==> src/rtl/smseq_pkg.sv <==
`timescale 1ns / 1ps
package smseq_pkg;

    localparam int QUEUE_DEPTH = 16;
    localparam int CURVE_LEN   = 100;

    localparam int QA_W   = (QUEUE_DEPTH > 1) ? $clog2(QUEUE_DEPTH) : 1;
    localparam int QC_W   = $clog2(QUEUE_DEPTH + 1);
    localparam int CA_W   = (CURVE_LEN > 1) ? $clog2(CURVE_LEN) : 1;
    localparam int DIVD_W = 16 + $clog2(CURVE_LEN);
    localparam int DCNT_W = $clog2(DIVD_W + 1);
    localparam int QENT_W = 3 + 16 + 16;

    // Command codes.
    localparam logic [2:0] CMD_ADD    = 3'd0;
    localparam logic [2:0] CMD_RUN    = 3'd1;
    localparam logic [2:0] CMD_CLEAR  = 3'd2;
    localparam logic [2:0] CMD_CURVE  = 3'd3;
    localparam logic [2:0] CMD_MANUAL = 3'd4;
    localparam logic [2:0] CMD_FINISH = 3'd5;
    localparam logic [2:0] CMD_SETDIR = 3'd6;

    // Instruction types.
    localparam logic [2:0] T_DELAY  = 3'd0;
    localparam logic [2:0] T_CRUISE = 3'd1;
    localparam logic [2:0] T_ACCEL  = 3'd2;
    localparam logic [2:0] T_DECEL  = 3'd3;
    localparam logic [2:0] T_SWITCH = 3'd4;

    // Configuration register indexes.
    localparam logic [2:0] CFG_DIR_INV  = 3'd0;
    localparam logic [2:0] CFG_SPR      = 3'd1;
    localparam logic [2:0] CFG_MIN_INT  = 3'd2;
    localparam logic [2:0] CFG_MAN_INT  = 3'd3;
    localparam logic [2:0] CFG_DECEL    = 3'd4;

    typedef struct packed {
        logic              start;
        logic [DIVD_W-1:0] dividend;
        logic [15:0]       divisor;
    } t_div_req;

    typedef struct packed {
        logic              done;
        logic [DIVD_W-1:0] quotient;
        logic [15:0]       remainder;
    } t_div_rsp;

endpackage

==> src/rtl/smseq_ram.sv <==
`timescale 1ns / 1ps
module smseq_ram #(
    parameter int WIDTH = 16,
    parameter int DEPTH = 16,
    parameter int AW    = (DEPTH > 1) ? $clog2(DEPTH) : 1
) (
    input  logic             i_clk,
    input  logic             i_we,
    input  logic [AW-1:0]    i_waddr,
    input  logic [WIDTH-1:0] i_wdata,
    input  logic [AW-1:0]    i_raddr,
    output logic [WIDTH-1:0] o_rdata
);

    logic [WIDTH-1:0] r_mem [DEPTH];

    always_ff @(posedge i_clk) begin
        if (i_we) begin
            r_mem[i_waddr] <= i_wdata;
        end
        o_rdata <= r_mem[i_raddr];
    end

endmodule

==> src/rtl/smseq_div.sv <==
`timescale 1ns / 1ps
module smseq_div import smseq_pkg::*; (
    input  logic     i_clk,
    input  logic     i_rst_n,
    input  t_div_req i_req,
    output t_div_rsp o_rsp
);

    // Restoring divider, one quotient bit per cycle.
    logic [DCNT_W-1:0] r_cnt;
    logic              r_busy;
    logic              r_done;
    logic [DIVD_W-1:0] r_quo;
    logic [15:0]       r_rem;
    logic [15:0]       r_dvs;
    logic [16:0]       rem_sh;
    logic              ge;
    logic [16:0]       rem_nx;

    assign rem_sh = {r_rem, r_quo[DIVD_W-1]};
    assign ge     = rem_sh >= {1'b0, r_dvs};
    assign rem_nx = ge ? (rem_sh - {1'b0, r_dvs}) : rem_sh;

    always_ff @(posedge i_clk) begin
        if (!i_rst_n) begin
            r_busy <= 1'b0;
            r_done <= 1'b0;
            r_cnt  <= '0;
        end else begin
            r_done <= 1'b0;
            if (i_req.start && !r_busy) begin
                r_busy <= 1'b1;
                r_cnt  <= DCNT_W'(DIVD_W);
            end else if (r_busy) begin
                r_cnt <= r_cnt - 1'b1;
                if (r_cnt == DCNT_W'(1)) begin
                    r_busy <= 1'b0;
                    r_done <= 1'b1;
                end
            end
        end
    end

    always_ff @(posedge i_clk) begin
        if (i_req.start && !r_busy) begin
            r_quo <= i_req.dividend;
            r_rem <= '0;
            r_dvs <= i_req.divisor;
        end else if (r_busy) begin
            r_quo <= {r_quo[DIVD_W-2:0], ge};
            r_rem <= rem_nx[15:0];
        end
    end

    assign o_rsp.done      = r_done;
    assign o_rsp.quotient  = r_quo;
    assign o_rsp.remainder = r_rem;

endmodule

==> src/rtl/stepper_motion_sequencer_core.sv <==
`timescale 1ns / 1ps
// Clear, curve load, set direction, idle ticks and adds without a move show their result in the
// cycle after acceptance. A position move takes two serial divider passes: an add that moves
// or a manual step runs both before its result, and a run tick that retires a moving
// instruction and loads a decelerating one also runs a curve division and a multiply.
// One item at a time: no new item is taken until the result of the last one has been taken.
// Reset: synchronous, active low; registers and queue state return to their defaults.
module stepper_motion_sequencer_core import smseq_pkg::*; (
    input  logic        i_clk,
    input  logic        i_rst_n,
    // Configuration write channel.
    input  logic        i_cfg_valid,
    output logic        o_cfg_ready,
    input  logic [2:0]  i_cfg_index,
    input  logic [15:0] i_cfg_data,
    // Input item channel.
    input  logic        i_valid,
    output logic        o_ready,
    input  logic [2:0]  i_cmd,
    input  logic [2:0]  i_instr_type,
    input  logic [15:0] i_step_count,
    input  logic [15:0] i_speed_us,
    input  logic [31:0] i_now_us,
    input  logic [6:0]  i_curve_index,
    input  logic [15:0] i_curve_value,
    input  logic [15:0] i_target_pos,
    input  logic        i_shortest_way,
    input  logic        i_new_direction,
    // Result channel.
    output logic        o_valid,
    input  logic        i_ready,
    output logic        o_step_pulse,
    output logic        o_dir_level,
    output logic        o_finished,
    output logic [15:0] o_current_pos,
    output logic [15:0] o_planned_pos,
    output logic [23:0] o_interval_us,
    output logic        o_queue_full
);

    // Sequencer states.
    localparam logic [3:0] S_IDLE   = 4'd0;
    localparam logic [3:0] S_OUT    = 4'd1;
    localparam logic [3:0] S_ADV    = 4'd2;
    localparam logic [3:0] S_ADV2   = 4'd3;
    localparam logic [3:0] S_LOAD   = 4'd4;
    localparam logic [3:0] S_CI     = 4'd5;
    localparam logic [3:0] S_CDIV   = 4'd6;
    localparam logic [3:0] S_CRD    = 4'd7;
    localparam logic [3:0] S_MUL    = 4'd8;
    localparam logic [3:0] S_FLOOR  = 4'd9;
    localparam logic [3:0] S_MOD_P  = 4'd10;
    localparam logic [3:0] S_WAIT_P = 4'd11;
    localparam logic [3:0] S_WAIT_A = 4'd12;

    // Where the result of a position move goes.
    localparam logic [1:0] MV_PLAN = 2'd0;
    localparam logic [1:0] MV_MAN  = 2'd1;
    localparam logic [1:0] MV_ADV  = 2'd2;

    // Configuration registers.
    logic        r_dir_inv;
    logic [15:0] r_spr, r_min, r_man, r_decel;

    // Control and architectural state.
    logic [3:0]      r_state, n_state;
    logic [QC_W-1:0] r_qcount, n_qcount;
    logic [QC_W-1:0] r_next, n_next;
    logic [2:0]      r_atype, n_atype;
    logic [15:0]     r_asteps, n_asteps;
    logic [15:0]     r_aspeed, n_aspeed;
    logic [15:0]     r_left, n_left;
    logic [15:0]     r_sdone, n_sdone;
    logic [23:0]     r_interval, n_interval;
    logic [31:0]     r_last, n_last;
    logic            r_rdir, n_rdir;
    logic            r_pdir, n_pdir;
    logic            r_fin, n_fin;
    logic [15:0]     r_pos, n_pos;
    logic [15:0]     r_ppos, n_ppos;
    logic            r_pulse, n_pulse;
    logic            r_qfull, n_qfull;

    // Working registers of the sequencer.
    logic [23:0] r_val, n_val;
    logic [31:0] r_prod, n_prod;
    logic [15:0] r_mv_pos, n_mv_pos;
    logic [15:0] r_mv_amt, n_mv_amt;
    logic        r_mv_dir, n_mv_dir;
    logic [1:0]  r_mv_dst, n_mv_dst;
    logic [15:0] r_mv_p, n_mv_p;

    t_div_req div_req;
    t_div_rsp div_rsp;

    logic              accept;
    logic              q_we;
    logic [QENT_W-1:0] q_wdata, q_rdata;
    logic              c_we;
    logic [CA_W-1:0]   c_raddr;
    logic [15:0]       c_rdata;

    logic [15:0] modv, half;
    logic [2:0]  add_type;
    logic [15:0] add_steps, add_speed;
    logic [31:0] run_elapsed;
    logic        run_due, man_due;
    logic signed [17:0] diff;
    logic        man_dir;
    logic [16:0] mv_sum;
    logic [15:0] mv_res;
    logic [15:0] den;
    logic [15:0] cur_steps;

    assign o_cfg_ready = 1'b1;
    assign o_ready     = (r_state == S_IDLE);
    assign accept      = i_valid && o_ready;

    always_ff @(posedge i_clk) begin
        if (!i_rst_n) begin
            r_dir_inv <= 1'b0;
            r_spr     <= 16'd4096;
            r_min     <= 16'd250;
            r_man     <= 16'd500;
            r_decel   <= 16'd256;
        end else if (i_cfg_valid) begin
            case (i_cfg_index)
                CFG_DIR_INV: r_dir_inv <= i_cfg_data[0];
                CFG_SPR:     r_spr     <= i_cfg_data;
                CFG_MIN_INT: r_min     <= i_cfg_data;
                CFG_MAN_INT: r_man     <= i_cfg_data;
                CFG_DECEL:   r_decel   <= i_cfg_data;
                default: ;
            endcase
        end
    end

    // A zero modulus behaves as one.
    assign modv = (r_spr == 16'd0) ? 16'd1 : r_spr;
    assign half = modv >> 1;

    assign add_type  = (i_instr_type > T_SWITCH) ? T_DELAY : i_instr_type;
    assign add_steps = (i_step_count == 16'd0) ? 16'd1 : i_step_count;
    assign add_speed = (i_speed_us == 16'd0) ? 16'd1 : i_speed_us;

    assign run_elapsed = i_now_us - r_last;
    assign run_due     = !r_fin && (run_elapsed >= {8'd0, r_interval});
    assign man_due     = (r_pos != i_target_pos) && (run_elapsed >= {16'd0, r_man});

    // Shortest way round: compare the signed distance with half a revolution.
    assign diff = $signed({2'b00, r_pos}) - $signed({2'b00, i_target_pos});
    always_comb begin
        if (!i_shortest_way) begin
            man_dir = r_rdir;
        end else if (diff > $signed({2'b00, half})) begin
            man_dir = 1'b1;
        end else if (diff < -$signed({2'b00, half})) begin
            man_dir = 1'b0;
        end else if (diff > 18'sd0) begin
            man_dir = 1'b0;
        end else begin
            man_dir = 1'b1;
        end
    end

    // Both operands are already reduced below the modulus here.
    always_comb begin
        if (r_mv_dir) begin
            mv_sum = {1'b0, r_mv_p} + {1'b0, div_rsp.remainder};
            mv_res = (mv_sum >= {1'b0, modv}) ? 16'(mv_sum - {1'b0, modv}) : mv_sum[15:0];
        end else begin
            mv_sum = {1'b0, r_mv_p} + {1'b0, modv} - {1'b0, div_rsp.remainder};
            mv_res = (r_mv_p >= div_rsp.remainder) ? (r_mv_p - div_rsp.remainder)
                                                   : mv_sum[15:0];
        end
    end

    assign den       = (r_asteps == 16'd0) ? 16'd1 : r_asteps;
    assign cur_steps = (r_atype == T_ACCEL) ? r_sdone : r_left;

    assign q_we    = accept && (i_cmd == CMD_ADD) && (r_qcount < QC_W'(QUEUE_DEPTH));
    assign q_wdata = {add_type, add_steps, add_speed};
    assign c_we    = accept && (i_cmd == CMD_CURVE) && (32'(i_curve_index) < CURVE_LEN);

    // Curve index capped at the last entry.
    assign c_raddr = (div_rsp.quotient > DIVD_W'(CURVE_LEN - 1)) ? CA_W'(CURVE_LEN - 1)
                                                                 : CA_W'(div_rsp.quotient);

    always_comb begin
        n_state    = r_state;
        n_qcount   = r_qcount;
        n_next     = r_next;
        n_atype    = r_atype;
        n_asteps   = r_asteps;
        n_aspeed   = r_aspeed;
        n_left     = r_left;
        n_sdone    = r_sdone;
        n_interval = r_interval;
        n_last     = r_last;
        n_rdir     = r_rdir;
        n_pdir     = r_pdir;
        n_fin      = r_fin;
        n_pos      = r_pos;
        n_ppos     = r_ppos;
        n_pulse    = r_pulse;
        n_qfull    = r_qfull;
        n_val      = r_val;
        n_prod     = r_prod;
        n_mv_pos   = r_mv_pos;
        n_mv_amt   = r_mv_amt;
        n_mv_dir   = r_mv_dir;
        n_mv_dst   = r_mv_dst;
        n_mv_p     = r_mv_p;
        div_req.start    = 1'b0;
        div_req.dividend = {(DIVD_W-16)'(0), r_mv_pos};
        div_req.divisor  = modv;

        case (r_state)
            S_IDLE: begin
                if (accept) begin
                    n_pulse = 1'b0;
                    n_qfull = 1'b0;
                    n_state = S_OUT;
                    case (i_cmd)
                        CMD_ADD: begin
                            if (r_qcount >= QC_W'(QUEUE_DEPTH)) begin
                                n_qfull = 1'b1;
                            end else begin
                                n_qcount = r_qcount + 1'b1;
                                n_fin    = 1'b0;
                                if (add_type == T_SWITCH) begin
                                    n_pdir = !r_pdir;
                                end else if (add_type != T_DELAY) begin
                                    n_mv_pos = r_ppos;
                                    n_mv_amt = add_steps;
                                    n_mv_dir = r_pdir;
                                    n_mv_dst = MV_PLAN;
                                    n_state  = S_MOD_P;
                                end
                            end
                        end
                        CMD_RUN: begin
                            if (run_due) begin
                                n_last = i_now_us;
                                if (r_left == 16'd0) begin
                                    n_state = S_ADV;
                                end else begin
                                    n_pulse = (r_atype != T_DELAY) && (r_atype != T_SWITCH);
                                    n_left  = r_left - 1'b1;
                                    n_sdone = r_sdone + 1'b1;
                                    n_state = (r_left == 16'd1) ? S_ADV : S_CI;
                                end
                            end
                        end
                        CMD_CLEAR, CMD_FINISH: begin
                            n_ppos     = r_pos;
                            n_fin      = 1'b1;
                            n_qcount   = '0;
                            n_next     = '0;
                            n_atype    = T_DELAY;
                            n_left     = '0;
                            n_sdone    = '0;
                            n_interval = '0;
                            n_last     = '0;
                        end
                        CMD_MANUAL: begin
                            if (man_due) begin
                                n_rdir   = man_dir;
                                n_pdir   = man_dir;
                                n_pulse  = 1'b1;
                                n_last   = i_now_us;
                                n_mv_pos = r_pos;
                                n_mv_amt = 16'd1;
                                n_mv_dir = man_dir;
                                n_mv_dst = MV_MAN;
                                n_state  = S_MOD_P;
                            end
                        end
                        CMD_SETDIR: begin
                            n_rdir = i_new_direction;
                            n_pdir = i_new_direction;
                        end
                        default: ;
                    endcase
                end
            end
            S_OUT: begin
                if (i_ready) begin
                    n_state = S_IDLE;
                end
            end
            // Retire the active instruction.
            S_ADV: begin
                n_sdone = '0;
                if (r_atype == T_SWITCH) begin
                    n_rdir  = !r_rdir;
                    n_pdir  = !r_rdir;
                    n_state = S_ADV2;
                end else if (r_atype != T_DELAY) begin
                    n_mv_pos = r_pos;
                    n_mv_amt = r_sdone;
                    n_mv_dir = r_rdir;
                    n_mv_dst = MV_ADV;
                    n_state  = S_MOD_P;
                end else begin
                    n_state = S_ADV2;
                end
            end
            // The queue memory reads at r_next in this cycle.
            S_ADV2: begin
                if (r_next >= r_qcount) begin
                    n_ppos     = r_pos;
                    n_fin      = 1'b1;
                    n_qcount   = '0;
                    n_next     = '0;
                    n_atype    = T_DELAY;
                    n_left     = '0;
                    n_sdone    = '0;
                    n_interval = '0;
                    n_last     = '0;
                    n_state    = S_OUT;
                end else begin
                    n_state = S_LOAD;
                end
            end
            S_LOAD: begin
                n_atype  = q_rdata[QENT_W-1 -: 3];
                n_asteps = q_rdata[31:16];
                n_aspeed = q_rdata[15:0];
                n_left   = q_rdata[31:16];
                n_next   = r_next + 1'b1;
                n_state  = S_CI;
            end
            S_CI: begin
                case (r_atype)
                    T_DELAY: begin
                        n_val   = {8'd0, r_aspeed};
                        n_state = S_FLOOR;
                    end
                    T_CRUISE: begin
                        n_val   = {8'd0, r_aspeed} + 24'd4;
                        n_state = S_FLOOR;
                    end
                    T_ACCEL, T_DECEL: begin
                        div_req.start    = 1'b1;
                        div_req.dividend = DIVD_W'(cur_steps * CURVE_LEN);
                        div_req.divisor  = den;
                        n_state          = S_CDIV;
                    end
                    default: begin
                        n_val   = '0;
                        n_state = S_FLOOR;
                    end
                endcase
            end
            S_CDIV: begin
                if (div_rsp.done) begin
                    n_state = S_CRD;
                end
            end
            S_CRD: begin
                if (r_atype == T_ACCEL) begin
                    n_val   = {8'd0, c_rdata};
                    n_state = S_FLOOR;
                end else begin
                    n_prod  = c_rdata * r_decel;
                    n_state = S_MUL;
                end
            end
            S_MUL: begin
                n_val   = r_prod[31:8];
                n_state = S_FLOOR;
            end
            S_FLOOR: begin
                n_interval = (r_val < {8'd0, r_min}) ? {8'd0, r_min} : r_val;
                n_state    = S_OUT;
            end
            // Position move: reduce the position, then the amount, then add or subtract.
            S_MOD_P: begin
                div_req.start = 1'b1;
                n_state       = S_WAIT_P;
            end
            S_WAIT_P: begin
                if (div_rsp.done) begin
                    n_mv_p           = div_rsp.remainder;
                    div_req.start    = 1'b1;
                    div_req.dividend = {(DIVD_W-16)'(0), r_mv_amt};
                    n_state          = S_WAIT_A;
                end
            end
            S_WAIT_A: begin
                if (div_rsp.done) begin
                    case (r_mv_dst)
                        MV_PLAN: begin
                            n_ppos  = mv_res;
                            n_state = S_OUT;
                        end
                        MV_MAN: begin
                            n_pos   = mv_res;
                            n_ppos  = mv_res;
                            n_state = S_OUT;
                        end
                        default: begin
                            n_pos   = mv_res;
                            n_state = S_ADV2;
                        end
                    endcase
                end
            end
            default: n_state = S_IDLE;
        endcase
    end

    always_ff @(posedge i_clk) begin
        if (!i_rst_n) begin
            r_state    <= S_IDLE;
            r_qcount   <= '0;
            r_next     <= '0;
            r_atype    <= T_DELAY;
            r_asteps   <= '0;
            r_aspeed   <= '0;
            r_left     <= '0;
            r_sdone    <= '0;
            r_interval <= '0;
            r_last     <= '0;
            r_rdir     <= 1'b0;
            r_pdir     <= 1'b0;
            r_fin      <= 1'b1;
            r_pos      <= '0;
            r_ppos     <= '0;
            r_pulse    <= 1'b0;
            r_qfull    <= 1'b0;
        end else begin
            r_state    <= n_state;
            r_qcount   <= n_qcount;
            r_next     <= n_next;
            r_atype    <= n_atype;
            r_asteps   <= n_asteps;
            r_aspeed   <= n_aspeed;
            r_left     <= n_left;
            r_sdone    <= n_sdone;
            r_interval <= n_interval;
            r_last     <= n_last;
            r_rdir     <= n_rdir;
            r_pdir     <= n_pdir;
            r_fin      <= n_fin;
            r_pos      <= n_pos;
            r_ppos     <= n_ppos;
            r_pulse    <= n_pulse;
            r_qfull    <= n_qfull;
        end
    end

    always_ff @(posedge i_clk) begin
        r_val    <= n_val;
        r_prod   <= n_prod;
        r_mv_pos <= n_mv_pos;
        r_mv_amt <= n_mv_amt;
        r_mv_dir <= n_mv_dir;
        r_mv_dst <= n_mv_dst;
        r_mv_p   <= n_mv_p;
    end

    smseq_div u_div (
        .i_clk   (i_clk),
        .i_rst_n (i_rst_n),
        .i_req   (div_req),
        .o_rsp   (div_rsp)
    );

    // Instruction queue: type, step count and speed in one word.
    smseq_ram #(.WIDTH(QENT_W), .DEPTH(QUEUE_DEPTH), .AW(QA_W)) u_queue (
        .i_clk   (i_clk),
        .i_we    (q_we),
        .i_waddr (r_qcount[QA_W-1:0]),
        .i_wdata (q_wdata),
        .i_raddr (r_next[QA_W-1:0]),
        .o_rdata (q_rdata)
    );

    // Acceleration curve.
    smseq_ram #(.WIDTH(16), .DEPTH(CURVE_LEN), .AW(CA_W)) u_curve (
        .i_clk   (i_clk),
        .i_we    (c_we),
        .i_waddr (CA_W'(i_curve_index)),
        .i_wdata (i_curve_value),
        .i_raddr (c_raddr),
        .o_rdata (c_rdata)
    );

    // The result fields read the architectural state directly; it holds while the
    // item waits.
    assign o_valid       = (r_state == S_OUT);
    assign o_step_pulse  = r_pulse;
    assign o_dir_level   = r_rdir ^ r_dir_inv;
    assign o_finished    = r_fin;
    assign o_current_pos = r_pos;
    assign o_planned_pos = r_ppos;
    assign o_interval_us = r_interval;
    assign o_queue_full  = r_qfull;

endmodule

==> config.mk <==
export PLATFORM = sky130hd
export DESIGN_NAME = stepper_motion_sequencer_core
export DESIGN_NICKNAME = d
export VERILOG_FILES = /design/src/rtl/smseq_pkg.sv /design/src/rtl/smseq_ram.sv /design/src/rtl/smseq_div.sv /design/src/rtl/stepper_motion_sequencer_core.sv
export SDC_FILE = /design/constraint.sdc
export NUM_CORES = 2
export LEC_CHECK = 0
export ABC_AREA = 1
export BUFFER_PORTS_ARGS = -buffer_cell sky130_fd_sc_hd__buf_2
export CAP_MARGIN = 20
export CORE_MARGIN = 2
export CORE_UTILIZATION = 50
export DETAILED_ROUTE_END_ITERATION = 7
export PLACE_DENSITY = 0.66
export SYNTH_ARGS = -nofsm -noshare
export SYNTH_HDL_FRONTEND = slang
export SYNTH_HIERARCHICAL = 1
export SYNTH_SLANG_ARGS = --single-unit
==> constraint.sdc <==
create_clock -name i_clk -period 12.69 [get_ports i_clk]
set_input_delay 2.538 -clock i_clk [delete_from_list [all_inputs] [get_ports i_clk]]
set_output_delay 2.538 -clock i_clk [all_outputs]
set_load 0.005 [all_outputs]
# ---- Word level (Yosys, flattened, before mapping)
# Memory sizes are Yosys's and may differ from the RTL's. A register that Yosys moved wholly into a read port is not among the register bits.
# Index checks and enable logic that the tools add are counted.
dict set report word_totals {
  ff_bits 408
  word_cells 343
  n_memories 2
  ramBits 2160
  output_inout_bits 63
  in_bits 135
}
dict set report op_classes {
  n_lt_le_gt_ge 15
  reduce_logical 59
  mux 151
  n_mul 2
  add_sub_neg 15
  n_bitwise 5
  eq_ne 58
}
# name depth word_bits rd rd_ports_with_merged_regs wr line_no
set mem_list {}
lappend mem_list {u_curve.r_mem 100 16 1 1 1 smseq_ram.sv:15} ;# logic [WIDTH-1:0] r_mem [DEPTH];
lappend mem_list {u_queue.r_mem 16 35 1 1 1 smseq_ram.sv:15}
# operator count
set op_table {}
lappend op_table {{two-way mux 16 bit} 36}
lappend op_table {{case mux 24 bit (3 select lines)} 3}
lappend op_table {{case mux 16 bit (2 select lines)} 6}
lappend op_table {{two-way mux 24 bit} 6}
lappend op_table {{case mux 16 bit (3 select lines)} 3}
lappend op_table {{two-way mux 32 bit} 4}
lappend op_table {{case mux 32 bit (3 select lines)} 1}
lappend op_table {{logical NOT 16 bit} 5}
lappend op_table {{case mux 32 bit (2 select lines)} 1}
lappend op_table {{subtractor 16 bit} 4}
lappend op_table {{case mux 4 bit (13 select lines)} 1}
lappend op_table {{two-way mux 4 bit} 12}
lappend op_table {{two-way mux 23 bit} 2}
lappend op_table {{case mux 23 bit (2 select lines)} 1}
lappend op_table {{two-way mux 40 bit} 1}
lappend op_table {{two-way mux 5 bit} 7}
lappend op_table {{>= comparator 17 x 16 -> 1 bit} 2}
lappend op_table {{two-way mux 1 bit} 33}
lappend op_table {{>= comparator 32 x 16 -> 1 bit} 1}
lappend op_table {{>= comparator 32 x 24 -> 1 bit} 1}
lappend op_table {{multiplier 16 x 16 -> 32 bit} 1}
lappend op_table {{subtractor 32 bit} 1}
lappend op_table {{less-than comparator 24 x 16 -> 1 bit} 1}
lappend op_table {{two-way mux 3 bit} 8}
lappend op_table {{other kinds (64)} 164}

# ---- Longest topological paths before layout
dict set report logic_depth {
  word_depth 11
  depth_mapped 32
  depth_no_buf 32
}

# ---- Hierarchy
# The synthesis kept the hierarchy.
# mod area_per_inst_um2 instances cells_each seq_area_each_um2
set by_module_without_submodules {}
lappend by_module_without_submodules {{smseq_ram at u_curve} 65446.5 1 5525 48366.4}
lappend by_module_without_submodules {stepper_motion_sequencer_core 35431.5 1 5090 7757.4}
lappend by_module_without_submodules {{smseq_ram at u_queue} 24606.1 1 2315 17516.8}
lappend by_module_without_submodules {smseq_div 3622.2 1 476 1631.6}

# ---- Worst setup path after synthesis
# OpenSTA, ideal clock, no wires.
dict set report synth_timing {
  kind {input to register}
  from {input i_now_us[0]}
  to {register r_mv_amt[0] (enable)}
  setup_time_ns 0.439
  required_time_ns 12.251
  slack_ns 5.683
  stages 24
  n_path_buf 0
  arrival_ns 6.568
  path_cell_list {inv_1 -> ha_1 -> inv_1 -> fa_1 -> nand3_1 -> nand3_1 -> nand2_1 -> nand2_1 -> nand2_1 -> nand2_1 -> xor2_1 -> ha_1 -> nand2_1 -> nor2_1 -> a211oi_1 -> nand3_1 -> nor2_1 -> nand2_1 -> nor2_1 -> nand2_1 -> nand3_1 -> nand2_1 -> nand2_1 -> a21oi_1}
}
dict set report synth_between {
  elab_chain_len 5
}
# element line_no
set synth_rtl {}
lappend synth_rtl {{from (decl)} stepper_motion_sequencer_core.sv:23} ;# input logic [31:0] i_now_us,
lappend synth_rtl {{subtractor 32 bit} stepper_motion_sequencer_core.sv:146} ;# assign run_elapsed = i_now_us - r_last;
lappend synth_rtl {{>= comparator 32 x 16 -> 1 bit} stepper_motion_sequencer_core.sv:148} ;# assign man_due = (r_pos != i_target_pos) && (run_elapsed >= {16'd0, r_man});
lappend synth_rtl {{logical AND 1 bit} stepper_motion_sequencer_core.sv:148}
lappend synth_rtl {{inequality test 3 bit (no line)} -}
lappend synth_rtl {{AND reduction 9 bit (no line)} -}
lappend synth_rtl {{to (signal assigned)} stepper_motion_sequencer_core.sv:458} ;# r_mv_amt <= n_mv_amt;
lappend synth_rtl {{to (decl)} stepper_motion_sequencer_core.sv:88} ;# logic [15:0] r_mv_amt, n_mv_amt;
# Every way passes these cells.
# A chain may end at the register's enable or synchronous reset.

# ---- Final worst setup path
dict set report layout_timing {
  from {register u_curve.o_rdata[10], read port of u_curve.r_mem}
  to {register r_prod[31], data pin}
}
dict set report layout_between {
  elab_chain_len 1
}
# element line_no
set layout_rtl {}
lappend layout_rtl {{from (decl)} smseq_ram.sv:12} ;# output logic [WIDTH-1:0] o_rdata
lappend layout_rtl {{multiplier 16 x 16 -> 32 bit} stepper_motion_sequencer_core.sv:366} ;# n_prod = c_rdata * r_decel;
lappend layout_rtl {{to (signal assigned)} stepper_motion_sequencer_core.sv:456} ;# r_prod <= n_prod;
lappend layout_rtl {{to (decl)} stepper_motion_sequencer_core.sv:86} ;# logic [31:0] r_prod, n_prod;
# Every way passes these cells.

==> flow_metrics.py <==
metrics = {
    "synthesis": {
        "synth.most_common_cell": "nand2_1",
        "ys_top_cells_by_area": "edfxtp_1 (53%), nand2_1 (12%), nand3_1 (7.3%), dfxtp_1 (4.9%), inv_1 (4.3%)",
        "synth_edf_count": 2298,
        "synthCells": 13406,
        "syn_nets": 14148,
        "ys_warn_count": 6,
        "yosysUniqueCellTypes": 68,
        "synth_top_cell_area_share_pct": 53.45,
        "synth.largest_area_cell": "edfxtp_1",
        "ys_async_sr_fraction_pct": 0,
        "ys_top_cells_by_count": "nand2_1 (4,047), edfxtp_1 (2,298), nand3_1 (1,885)",
        "syn_avg_cell_area_sq_um": 9.630,
        "synth_flop_cell": "edfxtp_1",
        "ys_ff_latch": 2611,
        "syn-cell-area_sq_mm": 0.1291,
        "seq_area_frac_synth_pct": 58.30,
    },
    "pwr": {
        "power_per_cell_area_mw_per_mm2": 153.5,
        "p_leak_nw": 58.10,
        "ir_drop_v": 0.0001596,
    },
    "layout": {
        "syn2layout_area_growth_pct": 9.990,
        "fillCellCount": 22360,
        "drive_above_1_share_pct": 7.121,
        "utilization_pct": 55.27,
        "nets": 14149,
    },
    "setup_path": {
        "crit_path_frequent_cell": "fa_1",
        "r2r-start": "u_curve/o_rdata[10]",
        "path_class": "reg -> reg",
        "crit_path_end": "r_prod[31]",
        "cp-end-kind": "flip-flop",
        "worstPathArrival_ns": 7.04,
        "ff2ff_setup_slack_ns": 6.27,
        "worst-path-max-fanout": 17,
        "path_buf_inv": 6,
        "crit_family": "adder cells",
        "worstPathCellList": "nand2_1, fa_1, inv_1, fa_1, inv_1, fa_1, fa_1, inv_1, fa_1, inv_1, fa_1, inv_1, ha_1, nand2_1, nor2_1, a211oi_1, o21ai_1, nand2_1, nand2_1, a21o_1, a21oi_1, inv_2, a21oi_1, xor2_1",
        "cp_slowest_cell": "dfxtp_1",
        "rr_endpoint": "r_prod[31]",
        "cp.depth": 24,
        "crit_start": "u_curve/o_rdata[10]",
        "crit_required_ns": 13.31,
        "r2r_cells": 24,
        "cp-start-kind": "flip-flop",
        "crit_path_max_incr_delay_ns": 0.85,
    },
    "route": {
        "routed_via_density": 5.540,
        "first_iter_violations": 10552,
        "drt-pass1-iter-count": 7,
        "vias": 94266,
        "route.detailed.drc": 0,
        "ant_nets": 0,
        "wl_microns": 360800,
        "wire_per_inst_microns": 21.20,
    },
    "run": {
        "maxCapViolCount": 0,
    },
    "global_routing": {
        "grt_max_degree": 193,
        "overflow": 0,
        "grt_pass1_vias": 87843,
        "grt_pass1_wl_microns": 542200,
        "antenna_found_initial": 24,
        "track_usage_pct": 26.92,
    },
    "floorplan": {
        "initial_utilization_pct": 50.25,
        "core-area_sq_mm": 0.2569,
        "die-width_microns": 512.1,
        "std_cell_rows": 186,
        "die_area_sq_mm": 0.2623,
        "boundaryPins": 198,
        "die_h_microns": 512.1,
    },
    "cts": {
        "cts_resized": 0,
        "cts.sinks": 2611,
        "hold_buffers": 0,
        "insertion_delay_ns": 0.91,
        "cts_buffer_depth": 4,
        "clk_pin_slew_ns": 0.06,
        "cts_buffers": 280,
        "tritoncts": "built",
        "cts_setup_buffers": 0,
        "cts_root_buffer": "clkbuf_16",
        "htreeDepth": 5,
    },
    "sta": {
        "slew-limit-headroom_pct": 19.46,
        "worst_pin_slew_ns": 1.208,
        "max_freq_ghz": 0.1557,
        "rsz0062_at_grt": "no",
        "fin_crit_sh_pct": 50.60,
        "clock_skew_ns": 0.05046,
        "hold_viol": 0,
        "timing.final.max_slew_violations": 0,
        "final-setup-viol-count": 0,
        "final.setup.tns_ns": 0,
        "period_minus_slack_ns": 6.421,
    },
    "placed_design": {
        "dp_hpwl_microns": 220500,
        "port_buffers": 196,
        "gp_congestion": 0.9552,
    },
    "worst_hold_path": {
        "min_path_type": "reg -> reg",
    },
    "run_status": {
        "status": "completed",
    },
}
-- cells in the final DEF, fill, tap and decap left out, drive strengths merged, types with 10 or more instances in the layout --
| cell | count |
|---|---|
| a211oi | 12 |
| a21o | 11 |
| a21oi | 420 |
| a221o | 11 |
| a31oi | 10 |
| buf | 417 |
| bufinv | 23 |
| clkbuf | 357 |
| clkinv | 105 |
| dfxtp | 313 |
| diode | 12 |
| edfxtp | 2298 |
| fa | 225 |
| ha | 382 |
| inv | 1522 |
| nand2 | 4059 |
| nand3 | 1894 |
| nand3b | 19 |
| nand4 | 72 |
| nor2 | 676 |
| nor3 | 76 |
| nor4 | 34 |
| o211ai | 40 |
| o21a | 10 |
| o21ai | 386 |
| o22ai | 20 |
| or2 | 16 |
| xnor2 | 33 |
| xor2 | 107 |
-- how the worst min path moves through the flow --
stage,depth (start not counted),end,startpoint,slack [ns]
2_1_floorplan,2,r_aspeed[0],u_queue/o_rdata[0],0.43
3_3_place_gp,1,r_next[4],r_next[4],0.45
3_5_place_dp,2,r_atype[2],u_queue/o_rdata[34],0.46
4_1_cts,2,r_atype[2],u_queue/o_rdata[34],0.46
5_1_grt,2,r_atype[2],u_queue/o_rdata[34],0.48
6_report,2,r_atype[2],u_queue/o_rdata[34],0.46
-- per-layer routing --
metal	global-route usage [%]	part of all wire (%)	up-vias	wire, microns
met2	42.27	46	3954	164700
met4	8.325	3.1	12	11310
met3	4.138	8.8	615	31780
li1	-	-	44534	-
met5	0.2009	0.037	-	134
met1	38.57	42	45151	152800
-- sequential cells by signal, summed over array words and instances (netlist names), 16 cells and up --
signal,flops
u_curve/r_mem,1600
u_queue/r_mem,560
u_queue/o_rdata,35
r_last,32
o_interval_us,24
r_prod,24
r_val,24
u_div/r_quo,23
o_current_pos,16
o_planned_pos,16
r_aspeed,16
r_asteps,16
r_decel,16
r_left,16
r_man,16
r_min,16
r_mv_amt,16
r_mv_p,16
r_mv_pos,16
r_sdone,16
r_spr,16
u_curve/o_rdata,16
u_div/r_dvs,16
u_div/r_rem,16
-- metrics by stage --
stage	hold WS [ns]	cells	worst slack, ns	cell area (sq um)	power (mW)
floorplan	0.4306	13406	5.683	129100	12.75
global placement	0.4520	16508	5.558	133000	13.80
detailed placement	0.4551	16508	5.548	133000	13.84
CTS	0.4615	17004	6.289	141900	21.83
global route	0.4820	17011	5.882	142000	22.76
finish	0.4592	17017	6.269	142000	21.79
-- cell type report --
cell class,instances,area (sq um),share of cell area (%)
multi-input combinational,8580,44990,31.68
timing repair buffer,417,2803,1.974
antenna,12,30.03,0.02115
clock buffer,357,7555,5.320
inverter,1517,5738,4.041
sequential,2611,75280,53.02
clock inverter,139,1370,0.9648
tap,3384,4234,2.982
-- worst min-delay path: cells and delay by family (launching register included) --
kind,cells,cell delay (ns)
and+or+nand+nor,1,0.06
DFF,1,0.31
AOI/OAI and AO/OA,1,0.05
-- report_power, final --
group          switching (mW)  internal (mW)
Sequential              0.191           9.53
Clock                    3.37           4.68
Combinational            2.67           1.35
-- logic make-up after synthesis --
kind of cell             after synthesis  synth area share [%]
XOR/XNOR                             140                0.9497
AND/OR/NAND/NOR                     6850                 22.32
buffers and inverters               2215                 7.046
flip-flops                          2611                 58.30
adder cells (fa/ha/maj)              607                 7.191
AO/OA/AOI/OAI                        982                 4.189
other                                  1              0.002905
(Power assumes the default switching activity.)
